--- src/hdl/rfa_pkg.sv ---
`timescale 1ns / 1ps
// ----------------------------------------------------------------------------
// rfa_pkg
// Types, constants and the arctangent table of the Rastrigin accumulator.
// ----------------------------------------------------------------------------
package rfa_pkg;

  localparam int FRAC_BITS = 24;
  localparam int CW        = 34;
  localparam int TW        = CW + 5;
  localparam int SW        = 63;
  localparam int TERMW     = 65;
  localparam int COS_SHIFT = 30 - FRAC_BITS;

  localparam logic [CW-1:0]    CORDIC_K = 34'h026DD3B6A;
  localparam logic [SW-1:0]    SUM_MAX  = {1'b0, {(SW-1){1'b1}}};
  localparam logic [TERMW-1:0] TEN_Q    = TERMW'(10) << FRAC_BITS;

  typedef struct packed {
    logic          valid;
    logic          last;
    logic          neg;
    logic [SW-1:0] sq;
    logic [CW-1:0] x;
    logic [CW-1:0] y;
    logic [CW-1:0] z;
  } rfa_item_t;

  function automatic logic [31:0] rfa_atan(input logic [4:0] idx);
    logic [31:0] a;
    case (idx)
      5'd0:    a = 32'h20000000;
      5'd1:    a = 32'h12E4051E;
      5'd2:    a = 32'h09FB385B;
      5'd3:    a = 32'h051111D4;
      5'd4:    a = 32'h028B0D43;
      5'd5:    a = 32'h0145D7E1;
      5'd6:    a = 32'h00A2F61E;
      5'd7:    a = 32'h00517C55;
      5'd8:    a = 32'h0028BE53;
      5'd9:    a = 32'h00145F2F;
      5'd10:   a = 32'h000A2F98;
      5'd11:   a = 32'h000517CC;
      5'd12:   a = 32'h00028BE6;
      5'd13:   a = 32'h000145F3;
      5'd14:   a = 32'h0000A2FA;
      5'd15:   a = 32'h0000517D;
      5'd16:   a = 32'h000028BE;
      5'd17:   a = 32'h0000145F;
      5'd18:   a = 32'h00000A30;
      5'd19:   a = 32'h00000518;
      5'd20:   a = 32'h0000028C;
      5'd21:   a = 32'h00000146;
      5'd22:   a = 32'h000000A3;
      5'd23:   a = 32'h00000051;
      5'd24:   a = 32'h00000029;
      5'd25:   a = 32'h00000014;
      5'd26:   a = 32'h0000000A;
      5'd27:   a = 32'h00000005;
      5'd28:   a = 32'h00000003;
      5'd29:   a = 32'h00000001;
      5'd30:   a = 32'h00000001;
      default: a = 32'h00000000;
    endcase
    return a;
  endfunction

endpackage

--- src/hdl/rfa_cell.sv ---
`timescale 1ns / 1ps
// ----------------------------------------------------------------------------
// rfa_cell
// One CORDIC rotation stage; passes the gene's side data to the next cell.
// ----------------------------------------------------------------------------
module rfa_cell import rfa_pkg::*; #(
  parameter int IDX = 0
) (
  input  logic      clk,
  input  logic      rst,
  input  logic      en,
  input  rfa_item_t d,
  output rfa_item_t q
);

  logic signed [CW-1:0] xs, ys, zs, xsh, ysh, at, nx, ny, nz;

  always_comb begin
    xs  = $signed(d.x);
    ys  = $signed(d.y);
    zs  = $signed(d.z);
    xsh = xs >>> IDX;
    ysh = ys >>> IDX;
    at  = $signed({{(CW-32){1'b0}}, rfa_atan(5'(IDX))});
    if (!zs[CW-1]) begin
      nx = xs - ysh;
      ny = ys + xsh;
      nz = zs - at;
    end else begin
      nx = xs + ysh;
      ny = ys - xsh;
      nz = zs + at;
    end
  end

  always_ff @(posedge clk) begin
    if (rst) begin
      q.valid <= 1'b0;
    end else if (en) begin
      q.valid <= d.valid;
    end
    if (en) begin
      q.last <= d.last;
      q.neg  <= d.neg;
      q.sq   <= d.sq;
      q.x    <= nx;
      q.y    <= ny;
      q.z    <= nz;
    end
  end

endmodule

--- config.mk ---
export PLATFORM = sky130hd
export DESIGN_NAME = rfa_cell
export DESIGN_NICKNAME = d
export VERILOG_FILES = /design/src/hdl/rfa_pkg.sv /design/src/hdl/rfa_cell.sv
export SDC_FILE = /design/constraint.sdc
export NUM_CORES = 1
export LEC_CHECK = 0
export BUFFER_PORTS_ARGS = -buffer_cell sky130_fd_sc_hd__buf_2
export CAP_MARGIN = 0
export CORE_MARGIN = 4
export CORE_UTILIZATION = 53
export DETAILED_ROUTE_END_ITERATION = 12
export GPL_TIMING_DRIVEN = 0
export PLACE_DENSITY = 0.82
export SLEW_MARGIN = 20
export SYNTH_ARGS = -nofsm -noshare
export SYNTH_HDL_FRONTEND = slang
export SYNTH_SLANG_ARGS = --single-unit
export TNS_END_PERCENT = 20
--- constraint.sdc ---
create_clock -name clk -period 3.7 [get_ports clk]
set_clock_uncertainty 0.15 [all_clocks]
set_input_delay 0.74 -clock clk [delete_from_list [all_inputs] [get_ports clk]]
set_output_delay 0.74 -clock clk [all_outputs]
set_load 0.05 [all_outputs]
Word-level counts from Yosys, hierarchy flattened --
Index checks and enable logic that the tools add are counted.
Cells by class: muxes and demuxes 3, add/sub/neg operators 5
Operators by type and width (number):
- two-way mux 34 bit | 3
- subtractor 34 bit | 2
- adder 34 x 31 -> 34 bit, second input constant | 1
- adder 34 bit | 1
- subtractor 34 x 31 -> 34 bit, second input constant | 1
Word-level totals: register bits after elaboration 168, logic and storage cells 15

Logic depth before layout (Yosys ltp) --
Gate-level depths: netlist of the first run.
word-level depth 2, depth in mapped cells 12, depth with buffers taken out 12

Worst setup path before layout of the first run --
Ideal clock, no wire load.
kind in2reg, from in d[34] in the netlist's numbering, to reg q[64] in the netlist's numbering (data pin), required time 3.283 ns, setup slack 0.326 ns, library setup time 0.267 ns, buffers on the path 0, data arrival time 2.957 ns, stages 11, cells stage by stage ha_1 > fa_1 > nor3b_2 > o311ai_2 > a21oi_2 > o41ai_2 > o211ai_2 > a211oi_2 > o41a_1 > o22ai_1 > xnor2_1
Between the ends: cells in the longest elaborated chain, start to end 2, elaborated cells on any way between the ends 3, those cells by class add/sub: 2; mux: 1
RTL lines:
- start: declaration | RTL line rfa_cell.sv:12 | input rfa_item_t d,
- adder 34 bit or subtractor 34 bit (tied branches) | RTL line rfa_cell.sv:27, rfa_cell.sv:31
- two-way mux 34 bit (*) | RTL line rfa_cell.sv:25 | if (!zs[CW-1]) begin
- named net ny[30] | RTL line rfa_cell.sv:16 | logic signed [CW-1:0] xs, ys, zs, xsh, ysh, at, nx, ny, nz;
- end: declaration | RTL line rfa_cell.sv:13 | output rfa_item_t q
The timed path passes the listed nets; every way through them passes the cells marked *. A chain may end at the register's enable or synchronous reset.

Worst setup path in the final report of the first run --
from in d[34] in the netlist's numbering, to reg q[98] in the netlist's numbering (data pin)
Between the ends: cells in the longest elaborated chain, start to end 2, elaborated cells on any way between the ends 3, those cells by class add/sub: 2; mux: 1
RTL lines (RTL line):
- subtractor 34 bit or adder 34 bit (tied branches) | rfa_cell.sv:26, rfa_cell.sv:30
- two-way mux 34 bit (*) | rfa_cell.sv:25
- named net nx[30] | rfa_cell.sv:16
Marks and branches as above.

==> results of run 1 <==
-- routing by layer --
metal  track usage  share of wire  routed length (um)
met5             0              0                   0
met4        0.1131          0.034                1338
met3       0.07504           0.11                4307
met2        0.5093           0.47               18500
met1        0.4366           0.39               15560
-- path summary, 6_finish.rpt --
check                              end  slack (ns)  cells past startpoint
worst max-delay path             q[98]       -0.07                     12
worst min-delay path            q[167]        0.33                      2
worst max register to register  q[167]        2.96                      2
worst min register to register  q[167]        0.37                      2
-- cells in the mapped netlist (all sizes together), types with 16 or more instances --
library cell | instances | area [um^2]
a21o | 31 | 232.7
a21oi | 124 | 643.1
buf | 29 | 175.2
clkbuf | 18 | 67.56
edfxtp | 166 | 4985
ha | 103 | 1289
inv | 105 | 394.1
mux2i | 16 | 160.2
nand2 | 58 | 220.2
nor2 | 84 | 315.3
nor2b | 19 | 118.9
o21ai | 72 | 364.1
xnor2 | 58 | 508.0
-- area by class of cell --
cell class | count | area (um^2)
Antenna cell | 2 | 5.005
Buffer | 47 | 242.7
Clock buffer | 17 | 425.4
Clock inverter | 15 | 155.1
Fill cell | 1690 | 6666
Inverter | 106 | 397.9
Multi-Input combinational cell | 777 | 5595
Sequential cell | 167 | 5005
Tap cell | 270 | 337.8
Timing Repair Buffer | 339 | 1729
-- layout by cell type (no fill, tap or decap), types with 15 or more instances in the layout --
master and count:
o21ai_0 52, clkbuf_1 18, mux2i_1 16, inv_1 102, nand2_1 57, nor2_1 84
xnor2_1 58, nor2b_1 19, ha_1 103, o21ai_1 18, nand3_1 15, clkbuf_16 17
edfxtp_1 166, buf_2 351, a21o_1 31, a21oi_1 117
-- power by group through the flow --
stage	clock, mW	sequential [mW]	combinational [mW]
floorplan	0	3.25	0.862
global placement	0	2.46	2.35
detailed placement	0	2.46	2.37
CTS	1.73	2.42	2.38
global route	1.83	2.44	2.53
finish	1.71	2.42	2.42
-- cell families after synthesis --
kind of cell	after synthesis	share of synthesized area
compound gates	328	0.1916
simple gates	257	0.1155
flops	167	0.4458
buf+inv	153	0.05707
fa+ha+maj	107	0.1219
xor+xnor	69	0.05383
mux	16	0.01427
-- stage by stage --
stage	util	setup slack (ns)	setup TNS [ns]	total power, mW	instances
floorplan	-	0.3262	0	4.110	1097
global route	0.6758	-0.06246	-0.1214	6.797	1740
detailed placement	0.6465	-0.4480	-4.330	4.833	1706
CTS	0.6748	0.001391	0	6.530	1738
global placement	0.6447	-0.4624	-37.03	4.803	1705
finish	0.6758	-0.07112	-0.1350	6.549	1740
-- what timing repair did --
item / 4_1_cts / 5_1_grt
gates resized for setup: 0 / 3
setup endpoints to repair: 0 / 6
hold buffers: 0 / 0
hold endpoints to repair: 0 / 0
==> flow_summary_export.csv, run 1 <==
group,metric,value,unit
clock_network,cts.sinks,167,
synthesis,synth_area,0.01123,mm^2
critical_path,r2r_start,"q[167]",
drt,drtAntennaViolNets,0,
power,swShare,0.4021,
final_layout,reg.largest.list,"q x167",
power,p_per_area,471.4,mW/mm^2
critical_path,arrival,3.77,ns
drt,drt-wirelength-per-cell,22.82,um
synthesis,ys_ff_latch,167,
place,dp_hpwl,32.45,mm
power,power_frac_seq,0.369,
power,switchingPower,2.634,mW
die,initial_core_util,0.5460,
grt,antenna_found_initial,2,
drt,drt_first_pass_iters,6,
sta,hold_ws,0.3264,ns
die,fp.dieArea,0.02357,mm^2
die,die_w,153.5,um
synthesis,synth_warnings,0,
min_path,holdCritStartpoint,"rst",
sta,relSlewSlack,0.3982,
power,clock_power_share,0.261,
critical_path,cp-start-kind,"input port",
sta,fin_ws,-0.07112,ns
grt,grt_pass1_wl,58.24,mm
clock_network,cts_tree,"yes",
sta,setup_violations,2,
power,vdd_ir_drop_max,0.0002847,V
clock_network,h-tree-depth,4,
place,port_buffers,338,
die,fp.coreArea,0.02056,mm^2
critical_path,cp_max_fo,3,
drt,drc,0,
clock_network,ctsRootBufferMaster,"clkbuf_16",
power,internal_power,3.916,mW
final_layout,design_area,0.01389,mm^2
drt,num_vias,10350,
critical_path,startpoint,"d[34]",
sta,final.min_clock_period,3.771,ns
clock_network,clkTransAtPathRegs,0.07,ns
synthesis,async_flop_share,0,
synthesis,synth-seq-area-share,0.4458,
grt,grt_pass1_vias,9567,
grt,grt_max_degree,99,
critical_path,cp-end-kind,"flop",
die,die_h,153.5,um
synthesis,synth_cells,1097,
place,placed_cell_area,0.01329,mm^2
run_status,violations,"setup timing",
critical_path,max_stage_delay,0.44,ns
critical_path,slowest_stage,"fa_1",
run_status,status,"finished, violations left",
clock_network,cts_setup_buffers,0,
grt,track_usage,0.3215,
synthesis,ys.flop_type,"edfxtp_1",
sta,slew_viol_final,0,
final_layout,largest_register,"q",
final_layout,num-nets-final,1733,
drt,wl,39.71,mm
clock_network,clk_latency,0.41,ns
sta,timing.final.crit_share,1.019,
sta,hold_violations,0,
final_layout,area_growth,23.76,%
critical_path,path_buf_inv,1,
critical_path,crit_required,3.70,ns
synthesis,syn_avg_cell_area,10.23,um^2
power,combinationalPowerShare,0.370,
synthesis,synth_edf_count,166,
grt,grt_overflow,0,
die,ios,339,
final_layout,drive_gt1_frac,0.2950,
critical_path,crit_family,"compound AO/OA/AOI/OAI gates",
sta,max_slew.worst_pin.slew,0.9027,ns
synthesis,synth_nets,1375,
drt,drt_iter0_markers,1232,
die,rows,52,
critical_path,crit_type,"in -> reg",
final_layout,largest_register_ffs,167,
place,gp_congestion,1.020,
min_path,holdCritPathClass,"in -> reg",
sta,fmax,265.2,MHz
drt,vias_per_cell,5.948,
run,max_cap_violations,0,
clock_network,cts.path.max_buffers,2,
sta,rsz0062_at_grt,"yes",
power,p_leak,6.269,nW
clock_network,cts_buffers,17,
critical_path,path_cells,"buf_2 -> ha_1 -> fa_1 -> nor3b_2 -> o311ai_2 -> a21oi_2 -> o41ai_2 -> o211ai_2 -> a211oi_4 -> o41a_1 -> o22ai_1 -> xnor2_1",
synthesis,synth.distinct_cells,84,
Note: power is estimated with default switching activity, not from simulation.
==> run 2: changes to the inputs <==
--- a/config.mk
+++ b/config.mk
@@ -7,12 +7,12 @@
 export LEC_CHECK = 0
 export BUFFER_PORTS_ARGS = -buffer_cell sky130_fd_sc_hd__buf_2
 export CAP_MARGIN = 0
-export CORE_MARGIN = 4
-export CORE_UTILIZATION = 53
+export CELL_PAD_IN_SITES_DETAIL_PLACEMENT = 0
+export CELL_PAD_IN_SITES_GLOBAL_PLACEMENT = 2
+export CORE_UTILIZATION = 32
 export DETAILED_ROUTE_END_ITERATION = 12
 export GPL_TIMING_DRIVEN = 0
-export PLACE_DENSITY = 0.82
-export SLEW_MARGIN = 20
+export PLACE_DENSITY_LB_ADDON = 0.1
 export SYNTH_ARGS = -nofsm -noshare
 export SYNTH_HDL_FRONTEND = slang
 export SYNTH_SLANG_ARGS = --single-unit
==> run 2 against run 1 <==
  * The run now ends clean
  * Largest cell class unchanged
  * Register-to-register slack about the same
  * Utilization down 27 points
  * Sequential power about the same
  * Design area up 1.9%
==> flow_summary_export.csv, run 2 (synthesis gave the netlist of run 1 again) <==
group,metric,value,unit
sta,relSlewSlack,0.2269,
final_layout,final_common_cell,"buf_2",
clock_network,clkTransAtPathRegs,0.08,ns
die,fp.coreArea,0.03454,mm^2
place,placed_cell_area,0.01352,mm^2
clock_network,cts_tree,"yes",
drt,drt_iter0_markers,700,
drt,drc,0,
die,die_h,189.3,um
sta,setup_tns,0,ns
sta,fmax,277.3,MHz
final_layout,largest_register,"q",
die,rows,68,
clock_network,cts_buffers,17,
place,dp_hpwl,34.71,mm
die,initial_core_util,0.3250,
sta,fin_ws,0.09351,ns
place,place_ws,-0.5966,ns
place,port_buffers,338,
drt,num_vias,9819,
final_layout,design_area,0.01416,mm^2
power,p_per_area,469.2,mW/mm^2
drt,drtAntennaViolNets,0,
final_layout,final_core_util,0.4100,
sta,timing.final.crit_share,0.9747,
clock_network,cts.path.max_buffers,2,
final_layout,reg.largest.list,"q x167",
final_layout,area_growth,26.15,%
final_layout,mostFrequentLayoutCells,"buf_2 (351), edfxtp_1 (166), a21oi_1 (117), ha_1 (103), inv_1 (102)",
grt,grt_pass1_wl,62.00,mm
sta,final.min_clock_period,3.606,ns
sta,setup_violations,0,
clock_network,cts.sinks,167,
die,ios,339,
final_layout,num-nets-final,1733,
min_path,holdCritPathClass,"in -> reg",
critical_path,cp_max_fo,3,
sta,hold_violations,0,
place,placed_cells,1891,
drt,drt-wirelength-per-cell,22.60,um
critical_path,crit_type,"in -> reg",
place,gp_congestion,0.8648,
clock_network,h-tree-depth,4,
final_layout,drive_gt1_frac,0.2956,
drt,vias_per_cell,5.101,
sta,slew_viol_final,0,
critical_path,arrival,3.64,ns
run_status,status,"completed",
drt,drt_first_pass_iters,7,
drt,wl,43.50,mm
grt,grt_overflow,0,
power,vdd_ir_drop_max,0.0003344,V
sta,max_slew.worst_pin.slew,1.160,ns
die,die_w,189.3,um
grt,grt_max_degree,123,
grt,antenna_found_initial,8,
run,max_cap_violations,0,
final_layout,largest_register_ffs,167,
critical_path,cp-start-kind,"input port",
clock_network,clk_latency,0.44,ns
die,fp.dieArea,0.03583,mm^2
clock_network,ctsRootBufferMaster,"clkbuf_16",
final_layout,fin_cells,1925,
critical_path,crit_required,3.74,ns
sta,rsz0062_at_grt,"yes",
grt,track_usage,0.2378,
power,p_leak,6.265,nW
grt,grt_pass1_vias,9508,
critical_path,cp-end-kind,"flop",
==> run 2: repair_timing <==
item | in CTS | in global routing
setup endpoints to repair | 5 | 9
buffers inserted | 0 | 0
hold buffers | 0 | 0
pin swaps | 0 | 2
resized for setup | 3 | 5
gates cloned | 0 | 0
==> run 2: path summary, 6_finish.rpt <==
check                           startpoint      to  slack (ns)  cells past startpoint
worst min register to register      q[167]  q[167]        0.37                      2
worst max-delay path                 d[34]   q[64]        0.09                     12
worst min-delay path                   rst  q[167]        0.30                      2
worst max register to register      q[167]  q[167]        2.95                      2
==> run 2: cell type report <==
| class | count | area (um^2) |
|---|---|---|
| flip-flops and latches | 167 | 5005 |
| well taps | 455 | 569.3 |
| multi-input cells | 777 | 5627 |
| inverters | 106 | 397.9 |
| clock buffers | 18 | 429.2 |
| fillers | 3520 | 20380 |
| repair buffers | 339 | 1729 |
| plain buffers | 47 | 242.7 |
| diodes | 2 | 5.005 |
| clock inverters | 14 | 156.4 |
==> run 2: through the flow <==
step                power, mW  hold WS (ns)
finish                  6.644        0.2971
global route            6.916        0.2726
CTS                     6.693        0.2694
detailed placement      4.862        0.3579
global placement        4.869        0.3248
floorplan               4.110        0.5826
==> run 2: critical path: stages <==
cell,delay (ns)
buf_2,0.11
ha_1,0.23
fa_1,0.42
nor3b_2,0.19
o311ai_2,0.31
a21oi_2,0.17
o41ai_4,0.40
o211ai_2,0.17
a211oi_2,0.33
o41a_1,0.21
o22ai_1,0.14
xnor2_1,0.20
==> run 2: report_power, final <==
part	internal [mW]	switching [mW]
logic	0.652	1.77
clock network	0.958	0.852
registers	2.36	0.0512
==> run 2: routing by layer <==
metal,share of wire,vias to the layer above,wire length [um],track usage
met5,0.0013,-,58,0
met4,0.0089,8,388,0.04342
met3,0.064,40,2800,0.05283
met2,0.51,364,22220,0.4311
met1,0.41,4746,18040,0.2879
li1,-,4661,-,-
==> run 3: changes to the inputs <==
--- a/config.mk
+++ b/config.mk
@@ -9,7 +9,7 @@
 export CAP_MARGIN = 0
 export CELL_PAD_IN_SITES_DETAIL_PLACEMENT = 0
 export CELL_PAD_IN_SITES_GLOBAL_PLACEMENT = 2
-export CORE_UTILIZATION = 32
+export CORE_UTILIZATION = 29
 export DETAILED_ROUTE_END_ITERATION = 12
 export GPL_TIMING_DRIVEN = 0
 export PLACE_DENSITY_LB_ADDON = 0.1
==> constraint.sdc (replaced) <==
create_clock -name clk -period 2.9 [get_ports clk]
set_clock_uncertainty 0.15 [all_clocks]
set_input_delay 0.58 -clock clk [delete_from_list [all_inputs] [get_ports clk]]
set_output_delay 0.58 -clock clk [all_outputs]
set_load 0.05 [all_outputs]
==> run 3 against run 2 <==
  * The flow now finishes with violations (setup timing)
  * Wire length is 2.1% higher
  * Cell count up 3.9%
  * Critical endpoint unchanged
  * Critical path depth unchanged
  * Die area is 10% higher
  * Clock-buffer cell count down 1
  * Global-route usage shrank 1.6 points
  * Hold slack lost 0.16 ns
  * Clock power grew 36%
  * Combinational power grew 36%
  * Total power grew 33%
==> flow_summary_export.csv, run 3 (synthesis gave the netlist of run 1 again) <==
group,metric,value,unit
drt,wl,44.43,mm
critical_path,crit_family,"compound AO/OA/AOI/OAI gates",
drt,drc,0,
clock_network,clkTransAtPathRegs,0.08,ns
final_layout,fin_cells,2000,
clock_network,cts_tree,"yes",
power,p_per_area,585.5,mW/mm^2
place,placed_cell_area,0.01362,mm^2
sta,fmax,306.1,MHz
die,initial_core_util,0.2966,
grt,antenna_found_initial,8,
grt,track_usage,0.2220,
power,p_leak,6.501,nW
sta,final.min_clock_period,3.267,ns
place,placed_cells,1947,
drt,drt_first_pass_iters,5,
drt,num_vias,9921,
clock_network,cts_buffers,17,
grt,grt_overflow,0,
final_layout,largest_register,"q",
drt,drt-wirelength-per-cell,22.21,um
min_path,holdCritPathClass,"in -> reg",
final_layout,final_common_cell,"buf_2",
final_layout,fill_cells,3860,
critical_path,path_buf_inv,1,
run_status,violations,"setup timing",
sta,hold_violations,0,
clock_network,cts_hold_buf,0,
die,die_w,198.7,um
die,die_h,198.7,um
grt,grt_pass1_vias,9894,
final_layout,final_core_util,0.3988,
critical_path,cp_max_fo,3,
final_layout,largest_register_ffs,167,
place,gp_congestion,0.8481,
final_layout,design_area,0.01509,mm^2
drt,vias_per_cell,4.961,
final_layout,num-nets-final,1752,
final_layout,area_growth,34.44,%
critical_path,path_cells,"buf_8 -> ha_4 -> fa_2 -> nor3b_4 -> o311ai_4 -> a21oi_4 -> o41ai_4 -> o211ai_2 -> a211oi_4 -> o41a_1 -> o22ai_2 -> xnor2_1",
sta,slew_viol_final,0,
clock_network,cts.sinks,167,
clock_network,h-tree-depth,4,
die,rows,71,
critical_path,max_stage_delay,0.40,ns
sta,rsz0062_at_grt,"yes",
power,vdd_ir_drop_max,0.0003628,V
clock_network,cts.path.max_buffers,2,
final_layout,mostFrequentLayoutCells,"buf_2 (337), edfxtp_1 (166), inv_1 (97), a21oi_1 (95), ha_1 (90)",
die,ios,339,
sta,max_slew.worst_pin.slew,1.145,ns
critical_path,cp-start-kind,"input port",
place,dp_hpwl,35.39,mm
sta,setup_tns,-4.036,ns
grt,grt_max_degree,126,
place,port_buffers,338,
run,max_cap_violations,0,
grt,grt_pass1_wl,63.63,mm
sta,timing.final.crit_share,1.126,
critical_path,cp-end-kind,"flop",
die,fp.dieArea,0.03950,mm^2
sta,fin_ws,-0.3667,ns
critical_path,crit_required,2.93,ns
final_layout,reg.largest.list,"q x167",
drt,drtAntennaViolNets,0,
run_status,status,"finished, violations left",
critical_path,slowest_stage,"o41ai_4",
sta,setup_violations,26,
sta,relSlewSlack,0.2367,
drt,drt_iter0_markers,482,
power,finalPower,8.837,mW
die,fp.coreArea,0.03784,mm^2
place,place_ws,-1.158,ns
final_layout,drive_gt1_frac,0.3638,
critical_path,arrival,3.30,ns
clock_network,clk_latency,0.44,ns
clock_network,ctsRootBufferMaster,"clkbuf_16",
critical_path,crit_type,"in -> reg",
sta,hold_ws,0.1354,ns
## run 3: path summary, 6_finish.rpt
| path | from | end | slack [ns] | cells past startpoint |
|---|---|---|---|---|
| setup / recovery | d[68] | q[64] | -0.37 | 12 |
| setup reg to reg | q[167] | q[167] | 2.16 | 2 |
| hold reg to reg | q[167] | q[167] | 0.35 | 2 |
| hold / removal | rst | q[167] | 0.14 | 2 |
## run 3: what timing repair did
item / CTS / global route
resized for setup: 65 / 93
pin swaps: 27 / 33
hold endpoints to repair: 0 / 0
setup endpoints to repair: 41 / 38
buffers inserted: 11 / 11
## run 3: per-layer routing
layer,GRT usage,vias to the layer above,share of wire
li1,-,4699,-
met1,0.2736,4857,0.42
met2,0.3937,318,0.50
met3,0.04510,39,0.059
met4,0.05271,8,0.016
met5,0,-,0.0011
## run 3: cell type report
class | count | area, um^2 | area share
flip-flops and latches | 167 | 5005 | 0.3316
inverters | 106 | 404.1 | 0.02678
clock buffers | 17 | 425.4 | 0.02819
diodes | 2 | 5.005 | 0.0003316
clock inverters | 15 | 209.0 | 0.01385
repair buffers | 361 | 1948 | 0.1291
plain buffers | 44 | 296.5 | 0.01965
multi-input cells | 777 | 6160 | 0.4081
well taps | 511 | 639.4 | 0.04236
## run 3: report_power, final
group | internal [mW] | switching (mW)
combinational | 0.963 | 2.33
sequential | 3.01 | 0.0749
clock | 1.33 | 1.13
total | 5.30 | 3.53
## run 3: worst reg2reg max path: stages (launching register included)
cell and delay, ns:
dfxtp_1 0.31, mux2i_1 0.12, nor2_1 0.05
